## src/rtl/prtl_pkg.sv

```systemverilog
// shared types, codes and helpers for the prefix route table
package prtl_pkg;

   localparam int ENTRIES_DEFAULT = 64;

   localparam int ADDR_W   = 32;
   localparam int LEN_W    = 6;
   localparam int LIFE_W   = 16;
   localparam int ACTION_W = 3;
   localparam int STATUS_W = 2;

   localparam logic [7:0] MIN_LEN = 8'd8;
   localparam logic [7:0] MAX_LEN = 8'd32;

   // action codes
   localparam logic [ACTION_W-1:0] ACT_ADD       = 3'd0;
   localparam logic [ACTION_W-1:0] ACT_DEL_EXACT = 3'd1;
   localparam logic [ACTION_W-1:0] ACT_DEL_COVER = 3'd2;
   localparam logic [ACTION_W-1:0] ACT_FIND      = 3'd3;
   localparam logic [ACTION_W-1:0] ACT_TICK      = 3'd4;
   localparam logic [ACTION_W-1:0] ACT_CLEAR     = 3'd5;

   // status codes
   localparam logic [STATUS_W-1:0] STATUS_OK      = 2'd0;
   localparam logic [STATUS_W-1:0] STATUS_INVALID = 2'd1;
   localparam logic [STATUS_W-1:0] STATUS_FULL    = 2'd2;

   // transaction as it travels down the cell chain
   typedef struct packed {
      logic [ACTION_W-1:0] action;
      logic [ADDR_W-1:0]   address;
      logic [ADDR_W-1:0]   network;
      logic [LEN_W-1:0]    len;
      logic [LIFE_W-1:0]   life;
      logic [LEN_W-1:0]    best;
      logic                placed;
      logic                invalid;
   } wave_type;

   // top len bits set; all ones for 32 and above, zero for 0
   function automatic logic [ADDR_W-1:0] len_mask(input logic [LEN_W-1:0] len);
      return ~({ADDR_W{1'b1}} >> len);
   endfunction

endpackage

```

## src/rtl/prtl_cell.sv

```systemverilog
// one table slot with its stage of the transaction chain
module prtl_cell (
   input  logic               clock,
   input  logic               reset,
   input  logic               advance,
   input  logic               wave_valid_in,
   input  prtl_pkg::wave_type wave_in,
   output logic               wave_valid_ff,
   output prtl_pkg::wave_type wave_ff
);

   logic                          slot_valid_ff, slot_valid_in;
   logic [prtl_pkg::ADDR_W-1:0]   slot_network_ff, slot_network_in;
   logic [prtl_pkg::LEN_W-1:0]    slot_length_ff, slot_length_in;
   logic [prtl_pkg::LIFE_W-1:0]   slot_countdown_ff, slot_countdown_in;
   prtl_pkg::wave_type            wave_in_next;
   logic                          covers;

   assign covers = slot_valid_ff &&
      ((wave_in.address & prtl_pkg::len_mask(slot_length_ff)) == slot_network_ff);

   always_comb begin
      slot_valid_in     = slot_valid_ff;
      slot_network_in   = slot_network_ff;
      slot_length_in    = slot_length_ff;
      slot_countdown_in = slot_countdown_ff;
      wave_in_next      = wave_in;
      if (wave_valid_in) begin
         unique case (wave_in.action)
            prtl_pkg::ACT_ADD: begin
               if (!wave_in.invalid && !wave_in.placed && !slot_valid_ff) begin
                  slot_valid_in       = 1'b1;
                  slot_network_in     = wave_in.network;
                  slot_length_in      = wave_in.len;
                  slot_countdown_in   = wave_in.life;
                  wave_in_next.placed = 1'b1;
               end
            end
            prtl_pkg::ACT_DEL_EXACT: begin
               if (!wave_in.invalid && slot_valid_ff && slot_length_ff == wave_in.len &&
                   slot_network_ff == wave_in.network) begin
                  slot_valid_in = 1'b0;
               end
            end
            prtl_pkg::ACT_DEL_COVER: begin
               if (covers) begin
                  slot_valid_in = 1'b0;
               end
            end
            prtl_pkg::ACT_FIND: begin
               if (covers && slot_length_ff > wave_in.best) begin
                  wave_in_next.best = slot_length_ff;
               end
            end
            prtl_pkg::ACT_TICK: begin
               if (slot_valid_ff && slot_countdown_ff != '0) begin
                  slot_countdown_in = slot_countdown_ff - 1'b1;
                  if (slot_countdown_ff == prtl_pkg::LIFE_W'(1)) begin
                     slot_valid_in = 1'b0;
                  end
               end
            end
            prtl_pkg::ACT_CLEAR: begin
               slot_valid_in = 1'b0;
            end
            default: begin
            end
         endcase
      end
   end

   always_ff @(posedge clock) begin
      if (reset) begin
         slot_valid_ff <= 1'b0;
         wave_valid_ff <= 1'b0;
      end else if (advance) begin
         slot_valid_ff <= slot_valid_in;
         wave_valid_ff <= wave_valid_in;
      end
   end

   always_ff @(posedge clock) begin
      if (advance) begin
         slot_network_ff   <= slot_network_in;
         slot_length_ff    <= slot_length_in;
         slot_countdown_ff <= slot_countdown_in;
         wave_ff           <= wave_in_next;
      end
   end

endmodule

```

## config.mk

```make
export PLATFORM = sky130hd
export DESIGN_NAME = prtl_cell
export DESIGN_NICKNAME = d
export VERILOG_FILES = /design/src/rtl/prtl_pkg.sv /design/src/rtl/prtl_cell.sv
export SDC_FILE = /design/constraint.sdc
export NUM_CORES = 1
export LEC_CHECK = 0
export ABC_AREA = 1
export BUFFER_PORTS_ARGS = -buffer_cell sky130_fd_sc_hd__buf_2
export CAP_MARGIN = 20
export CORE_ASPECT_RATIO = 1.5
export CORE_MARGIN = 2
export CORE_UTILIZATION = 56
export DETAILED_ROUTE_END_ITERATION = 10
export PLACE_DENSITY_LB_ADDON = 0.12
export SETUP_SLACK_MARGIN = 0.4
export SLEW_MARGIN = 40
export SYNTH_ARGS = -nofsm -noshare
export SYNTH_HDL_FRONTEND = slang
export SYNTH_SLANG_ARGS = --single-unit
```

## constraint.sdc

```tcl
create_clock -name clock -period 8.4 [get_ports clock]
set_input_delay 0.42 -clock clock [delete_from_list [all_inputs] [get_ports clock]]
set_output_delay 0.42 -clock clock [all_outputs]
set_load 0.03 [all_outputs]
```

==> results of run 1 <==
layout make-up:
class                           instances  share of cell area, %
Clock buffer                           19                   4.94
Sequential cell                       153                   52.2
Inverter                               77                   3.30
Timing Repair Buffer                  200                   11.6
Multi-Input combinational cell        428                   24.1
Clock inverter                         13                   1.64
Tap cell                              156                   2.23
worst paths after layout:
check / start / endpoint / slack (ps) / depth (start not counted)
min: reset / wave_valid_ff / 180 / 2
max: slot_length_ff[4] / wave_ff[7] / 5860 / 13
max reg2reg: slot_length_ff[4] / wave_ff[7] / 5860 / 13
min reg2reg: wave_valid_ff / wave_valid_ff / 470 / 2
cell usage in the layout (no fill, tap or decap), drive strengths merged:
| master | synthesis | final |
|---|---|---|
| a31oi | 6 | 6 |
| clkinv | 2 | 6 |
| clkinvlp | 0 | 3 |
| ha | 8 | 8 |
| o221ai | 1 | 1 |
| a21oi | 7 | 7 |
| buf | 8 | 200 |
| nand2 | 200 | 200 |
| xor2 | 9 | 9 |
| or2 | 2 | 2 |
| dfxtp | 2 | 2 |
| xnor2 | 14 | 14 |
| nand3 | 40 | 40 |
| o21ai | 35 | 35 |
| nand3b | 8 | 8 |
| edfxtp | 151 | 151 |
| clkbuf | 2 | 19 |
| a21boi | 1 | 1 |
| bufinv | 0 | 2 |
| inv | 75 | 79 |
| a211oi | 1 | 1 |
| nor3 | 5 | 5 |
| nor2 | 66 | 66 |
| o2111ai | 1 | 1 |
| nand4 | 15 | 15 |
| a41oi | 1 | 1 |
| o22ai | 7 | 7 |
| a31o | 1 | 1 |
per-stage QoR:
stage	hold WS [ps]	utilization (%)	power [W]
floorplan	468	-	0.00103
CTS	174	70.7	0.00187
global placement	455	65.8	0.00112
detailed placement	467	66.0	0.00113
finish	183	70.7	0.00186
global route	172	70.7	0.00192
cells by family after synthesis:
kind of cell | Yosys count | synth area share, %
and+or+nand+nor | 336 | 20.3
adders and majority gates | 8 | 1.42
buffers and inverters | 87 | 5.18
xor gates and xnor gates | 23 | 2.87
AOI/OAI and AO/OA | 61 | 5.13
DFF | 153 | 65.1
where the power goes:
group | internal (W) | total [W] | switching [W] | leakage, nW
Sequential | 0.000885 | 0.000896 | 0.0000111 | 1.45
Clock | 0.000440 | 0.000751 | 0.000310 | 0.272
Combinational | 0.0000610 | 0.000214 | 0.000153 | 2.15
per-layer routing:
metal  part of all wire [%]  GRT usage, %  vias to the layer above
met5                      0             0                        -
met4                    4.9          16.5                        0
met3                    5.7          6.04                       63
met2                     55          52.4                      227
met1                     34          29.8                     2640
li1                       -             -                     2693
registers in the layout, summed over array words and instances (netlist names):
register / flops
slot_length_ff: 6
wave_valid_ff: 1
slot_valid_ff: 1
wave_ff: 97
slot_countdown_ff: 16
slot_network_ff: 32
worst max-delay path, cell delays in order, from the launching register on:
cell,delay (ps)
edfxtp_1,540
nor2_4,410
nand3_1,190
nand2_1,100
nand2_1,50
nand2_1,50
nand2_1,60
nor2_1,100
nand2_1,60
nor2_1,90
nand4_1,150
nand3b_4,290
nand2_1,140
o21ai_2,60
synthesized netlist by cell type:
library cell / count / area, sq um
dfxtp_1: 2 / 40.0
or2_2: 2 / 12.5
ha_1: 8 / 100
nand3_2: 2 / 20.0
xor2_1: 9 / 78.8
a41oi_1: 1 / 8.76
a21oi_1: 7 / 35.0
o22ai_1: 7 / 43.8
clkbuf_1: 2 / 7.51
nand2_4: 1 / 11.3
nand3b_4: 1 / 20.0
a21boi_1: 1 / 7.51
inv_2: 3 / 11.3
a211oi_1: 1 / 7.51
nor3_1: 5 / 25.0
o21ai_0: 28 / 140
buf_4: 1 / 7.51
edfxtp_1: 151 / 4530
a31o_2: 1 / 8.76
nor2_4: 1 / 11.3
xnor2_1: 14 / 123
o21ai_2: 5 / 43.8
o21ai_1: 2 / 10.0
buf_2: 3 / 15.0
nand3_1: 38 / 190
inv_1: 72 / 270
clkinv_1: 2 / 7.51
nand3b_1: 7 / 52.6
nor2_1: 65 / 244
nand4_1: 15 / 93.8
buf_6: 4 / 45.0
a31oi_1: 6 / 37.5
nand2_1: 199 / 747
o221ai_1: 1 / 8.76
o2111ai_1: 1 / 8.76
==> impl_metrics.ini, run 1 <==
[sta]
fin_setup_tns_ps = 0
report.final.hold_viol_count = 0
rsz0062_at_grt = false
fmax_ghz = 0.393
drv_slew = 0
period_needed_ps = 2540
setup_slack_ps = 5860
relSlewSlack_pct = 54.8
fin_worst_skew_ps = 6.59
finalSetupViolCount = 0
tightestPinTransition_ps = 678
finalCritPeriodShare_pct = 30.3

[placed_design]
pre_cts_ws_ps = 5870
placed_area_sq_um = 8180
port_buffers = 198
place.gp.congestion = 0.975
dp.cells = 1014
dpl.hpwl_um = 14500

[clocking]
cts_buffer_depth = 2
postCtsHoldBufs = 0
path_clk_slew_ps = 60
htree_levels = 4
ctsResizeCount = 0
clkSinkCount = 153
root_buffer = clkbuf_16
insertion_delay_ps = 420
postCtsSetupBuffers = 0
cts_tree = yes
cts_inserted_buffers = 17

[floorplanning]
io_pins = 199
die_area_sq_um = 13500
die_y_um = 141
die_w_um = 95.5
start_util_pct = 56.7
core_area_sq_um = 12400
rows = 50

[critical_path]
start_kind = flop
cp.required_ps = 8560
criticalPathCategory = reg2reg
cp_max_fo = 17
crit_path_end_kind = flop
worstPathArrival_ps = 2710

[synthesis]
yosysWarningCount = 0
synth-seq-cells = 153
synth_nets = 777
synth_cell_type_count = 35
synthCells = 668
seq_area_frac_synth_pct = 65.1
synth_area_per_cell_sq_um = 10.5
syn_area_sq_um = 7030

[cells_and_area]
num-fill-cells = 976
multi_input_area_sq_um = 2110
register_area_sq_um = 4570
num_antenna_cells = 0
design_area_sq_um = 8760
area_growth_pct = 24.6
fin_nets = 986
drive_gt1_share_pct = 27.9
final_cells = 1046

[hold_path]
hp-class = in2reg

[drt]
first_pass_iters = 7
drc_errors = 0
vias = 5623
drt_iter0_drc = 379
routed_wl_um = 18800
vias_per_cell = 5.38
ant_nets = 0
wl_per_cell_um = 18.0

[global_routing]
grt.overflow.total = 0
grt_pass1_vias = 5799
gr-usage-all-layers_pct = 28.9
grt_pass1_wl_um = 28600
grt_max_degree = 55
antenna_found_initial = 0

[flow_run]
drv_cap = 0

[power]
leakagePower_nw = 3.88
power_density_nw_per_um2 = 212
ir_drop_uv = 192

[run_status]
outcome = finished, final reports clean
Note: power is estimated with default switching activity, not from simulation.
==> run 2: changes to the inputs <==
--- a/config.mk
+++ b/config.mk
@@ -10,7 +10,7 @@
 export CAP_MARGIN = 20
 export CORE_ASPECT_RATIO = 1.5
 export CORE_MARGIN = 2
-export CORE_UTILIZATION = 56
+export CORE_UTILIZATION = 47
 export DETAILED_ROUTE_END_ITERATION = 10
 export PLACE_DENSITY_LB_ADDON = 0.12
 export SETUP_SLACK_MARGIN = 0.4
==> constraint.sdc (replaced) <==
create_clock -name clock -period 2.2 [get_ports clock]
set_input_delay 0.11 -clock clock [delete_from_list [all_inputs] [get_ports clock]]
set_output_delay 0.11 -clock clock [all_outputs]
set_load 0.03 [all_outputs]
==> impl_metrics.ini, run 2 (synthesis results as in run 1) <==
[run_status]
outcome = finished with violations
violations = negative setup slack

[critical_path]
max_stage_delay_ps = 460
r2r_cells = 13
cp_num_buf_inv = 3
start_kind = flop
crit_family = simple AND/OR/NAND/NOR gates
criticalPathCategory = reg2reg
crit_path_end_kind = flop
crit_chain = buf_6, buf_4, nand2_4, nand2_1, nand4_1, nand3_1, nor2_1, nand2_1, nor2_1, nand4_1, nand3b_4, buf_6, o21ai_2
cp.required_ps = 2480
cpMaxStageDelayCell = edfxtp_1
worstPathArrival_ps = 2750
path_depth = 13
cp_max_fo = 6

[placed_design]
dpl.hpwl_um = 15900
port_buffers = 198
place.gp.congestion = 0.929
placed_area_sq_um = 8640

[clocking]
path_clk_slew_ps = 70
htree_levels = 4
clkSinkCount = 153
cts_tree = yes
cts_inserted_buffers = 17
insertion_delay_ps = 420
cts_buffer_depth = 2
root_buffer = clkbuf_16

[sta]
finalSetupViolCount = 7
tightestPinTransition_ps = 606
holdWs_ps = 50.9
rsz0062_at_grt = true
report.final.hold_viol_count = 0
setup_slack_ps = -272
relSlewSlack_pct = 59.1
fin_worst_skew_ps = 11.5
drv_slew = 0
period_needed_ps = 2470
finalCritPeriodShare_pct = 112
fmax_ghz = 0.404
fin_setup_tns_ps = -1730

[cells_and_area]
mostFrequentLayoutCells = buf_2, nand2_1, edfxtp_1
final_common_cell = buf_2
largest_reg_flops = 97
num_antenna_cells = 0
top_regs = wave_ff x97, slot_network_ff x32, slot_countdown_ff x16
regMostFlops = wave_ff
drive_gt1_share_pct = 37.9
fin_nets = 1173
design_area_sq_um = 11000
area_growth_pct = 56.0

[global_routing]
grt.overflow.total = 0
gr-usage-all-layers_pct = 28.5
grt_max_degree = 99
antenna_found_initial = 0
grt_pass1_vias = 6669
grt_pass1_wl_um = 34600

[drt]
wl_per_cell_um = 17.9
vias = 6423
ant_nets = 0
vias_per_cell = 5.05
routed_wl_um = 22800
drt_iter0_drc = 327
drc_errors = 0
first_pass_iters = 5

[power]
leakagePower_nw = 4.85
ir_drop_uv = 526
power_density_nw_per_um2 = 667

[hold_path]
holdPathStages = 2
hp-class = in2reg

[flow_run]
drv_cap = 0

[floorplanning]
rows = 54
io_pins = 199
die_y_um = 154
die_area_sq_um = 16000
die_w_um = 104
start_util_pct = 48.2
core_area_sq_um = 14600
[run 2: path summary, 6_finish.rpt]
check                    startpoint            end  slack [ps]
setup / recovery  slot_length_ff[2]     wave_ff[5]        -270
hold / removal        wave_valid_in     wave_ff[1]          50
setup reg to reg  slot_length_ff[2]     wave_ff[5]        -270
hold reg to reg       wave_valid_ff  wave_valid_ff         470
[run 2: cell type report]
type                            count  area (sq um)
Sequential cell                   153          4570
Timing Repair Buffer              386          2830
Tap cell                          196           245
Multi-Input combinational cell    429          2440
Clock buffer                       17           425
Fill cell                        1035          3630
Clock inverter                     15           153
Inverter                           77           297
[run 2: stage by stage]
step | util [%] | instances | total power, W | setup slack [ps]
5_1_grt | 75.1 | 1273 | 0.00753 | -361
3_5_place_dp | 59.2 | 1100 | 0.00432 | -398
6_report | 75.1 | 1273 | 0.00732 | -272
2_1_floorplan | - | 668 | 0.00394 | 171
4_1_cts | 72.3 | 1256 | 0.00730 | -226
3_3_place_gp | 59.2 | 1100 | 0.00431 | -363
[run 2: report_power, final]
group / total [W] / leakage [nW] / internal [W] / switching (W)
combinational: 0.00101 / 3.12 / 0.000377 / 0.000636
clock: 0.00289 / 0.277 / 0.00152 / 0.00137
sequential: 0.00342 / 1.45 / 0.00338 / 0.0000409
total: 0.00732 / 4.85 / 0.00527 / 0.00204
[run 2: routing by layer]
metal  global-route usage, %  wire, um  up-vias
li1                        -         -     3071
met1                    29.8      8030     3055
met2                    55.8     12900      246
met3                    3.82       956       51
met4                    12.6       922        0
met5                       0         0        -
[run 2: what timing repair did]
| action | 4_1_cts | 5_1_grt |
|---|---|---|
| resized for setup | 52 | 71 |
| hold buffers | 98 | 0 |
| pin swaps | 9 | 33 |
| hold endpoints to repair | 143 | 0 |
| buffers inserted | 25 | 16 |
| gates cloned | 1 | 1 |
| setup endpoints to repair | 27 | 33 |
==> run 3: changes to the inputs <==
--- a/config.mk
+++ b/config.mk
@@ -8,7 +8,7 @@
 export ABC_AREA = 1
 export BUFFER_PORTS_ARGS = -buffer_cell sky130_fd_sc_hd__buf_2
 export CAP_MARGIN = 20
-export CORE_ASPECT_RATIO = 1.5
+export CORE_ASPECT_RATIO = 1.1
 export CORE_MARGIN = 2
 export CORE_UTILIZATION = 47
 export DETAILED_ROUTE_END_ITERATION = 10
==> impl_metrics.ini, run 3 (synthesis results as in run 1) <==
[critical_path]
r2r_cells = 13
reg2reg_from = slot_length_ff[4]
rrSetupSlack_ps = -170
r2r-end = wave_ff[7]
crit_path_end_kind = flop
cp.required_ps = 2380
cp_max_fo = 8
cp-startpoint = slot_length_ff[4]
endpoint = wave_ff[7]
criticalPathCategory = reg2reg
worstPathArrival_ps = 2550
start_kind = flop

[placed_design]
placed_area_sq_um = 8540
pre_cts_ws_ps = -339
port_buffers = 198
dp.cells = 1085
dpl.hpwl_um = 15300
place.gp.congestion = 0.991

[global_routing]
grt.overflow.total = 0
grt_pass1_wl_um = 33600
gr-usage-all-layers_pct = 27.9
grt_pass1_vias = 6537
antenna_found_initial = 0
grt_max_degree = 99

[sta]
holdWs_ps = 55.4
report.final.hold_viol_count = 0
fmax_ghz = 0.423
drv_slew = 0
finalCritPeriodShare_pct = 108
setup_slack_ps = -167
tightestPinTransition_ps = 539
rsz0062_at_grt = true
finalSetupViolCount = 7
fin_worst_skew_ps = 8.43
relSlewSlack_pct = 63.6
period_needed_ps = 2370

[drt]
ant_nets = 0
drc_errors = 0
wl_per_cell_um = 18.0
drt_iter0_drc = 320
vias_per_cell = 5.05
routed_wl_um = 22900
vias = 6422
first_pass_iters = 7

[clocking]
cts_buffer_depth = 2
clkSinkCount = 153
cts_inserted_buffers = 17
insertion_delay_ps = 430
root_buffer = clkbuf_16
htree_levels = 4
path_clk_slew_ps = 60
cts_tree = yes

[power]
leakagePower_nw = 4.85
power_density_nw_per_um2 = 667
ir_drop_uv = 487

[cells_and_area]
design_area_sq_um = 10900
num-fill-cells = 995
fin_nets = 1175
num_antenna_cells = 0
postLayoutCoreUtil_pct = 74.9
final_cells = 1271
top_regs = wave_ff x97, slot_network_ff x32, slot_countdown_ff x16
area_growth_pct = 54.6
largest_reg_flops = 97
register_area_sq_um = 4570
multi_input_area_sq_um = 2360
final_common_cell = buf_2
mostFrequentLayoutCells = buf_2, nand2_1, edfxtp_1
regMostFlops = wave_ff
drive_gt1_share_pct = 36.1

[floorplanning]
start_util_pct = 48.5
core_area_sq_um = 14500
io_pins = 199
rows = 46
die_area_sq_um = 15900
die_w_um = 121
die_y_um = 132

[flow_run]
drv_cap = 0

[run_status]
violations = negative setup slack
outcome = finished with violations

[hold_path]
holdPathStages = 2
hp-class = in2reg
## run 3: cell count changes in the layout (fill, tap and decap cells not counted), moves of 4 or more
cell,before,now
inv_8,7,0
nand2_1,173,188
nand2_4,7,3
nand2_2,20,9
## run 3: how the worst min path moves through the flow
stage	startpoint	slack, ps	to
after floorplan	reset	180	slot_valid_ff
after global placement	reset	280	wave_valid_ff
after detailed placement	reset	290	slot_valid_ff
after CTS	wave_valid_in	40	wave_ff[1]
after global routing	wave_valid_in	40	wave_ff[1]
final	wave_valid_in	60	wave_ff[1]
## run 3: area by class of cell
cell class                      instances  share of cell area [%]
Clock buffer                           20                    4.02
Clock inverter                         12                    1.15
Inverter                               77                    2.73
Multi-Input combinational cell        429                    21.7
Sequential cell                       153                    42.1
Tap cell                              192                    2.21
Timing Repair Buffer                  388                    26.1
## run 3: worst max-delay path, stage by stage (launching register included)
cell      delay [ps]
edfxtp_1         470
buf_6            170
nor2_4           150
buf_12           140
nand3_2           70
nand3b_1         140
nand2_1           60
nor2_1           110
nand2_1           80
nor2_2           110
nand4_1          190
nand3b_4         250
nand2_1          110
o21ai_2           60
## run 3: metal layers
metal  part of all wire [%]  up-vias  track usage, %
met1                     40     3047            32.4
met3                    4.6       51            5.41
met2                     53      249            50.0
met4                    3.3        0            11.5
met5                      0        -               0
li1                       -     3075               -
## run 3: repair_timing
action	in CTS	in global routing
pin swaps	15	24
hold buffers	98	0
cloned	1	1
setup endpoints to repair	27	35
resized for setup	41	58
setup buffers	31	23
endpoints found under the hold margin	146	0
## run 3: metrics by stage
step	power (W)	TNS, ps
final	0.00725	-1060
after global routing	0.00748	-2300
after CTS	0.00726	-1180
after detailed placement	0.00431	-2110
after global placement	0.00430	-2130
after floorplan	0.00394	0
## run 3: power breakdown
group          internal [W]  leakage, nW  switching [W]  total, W
logic              0.000376         3.12       0.000636   0.00101
clock network       0.00166        0.274        0.00115   0.00282
registers           0.00338         1.45      0.0000403   0.00342
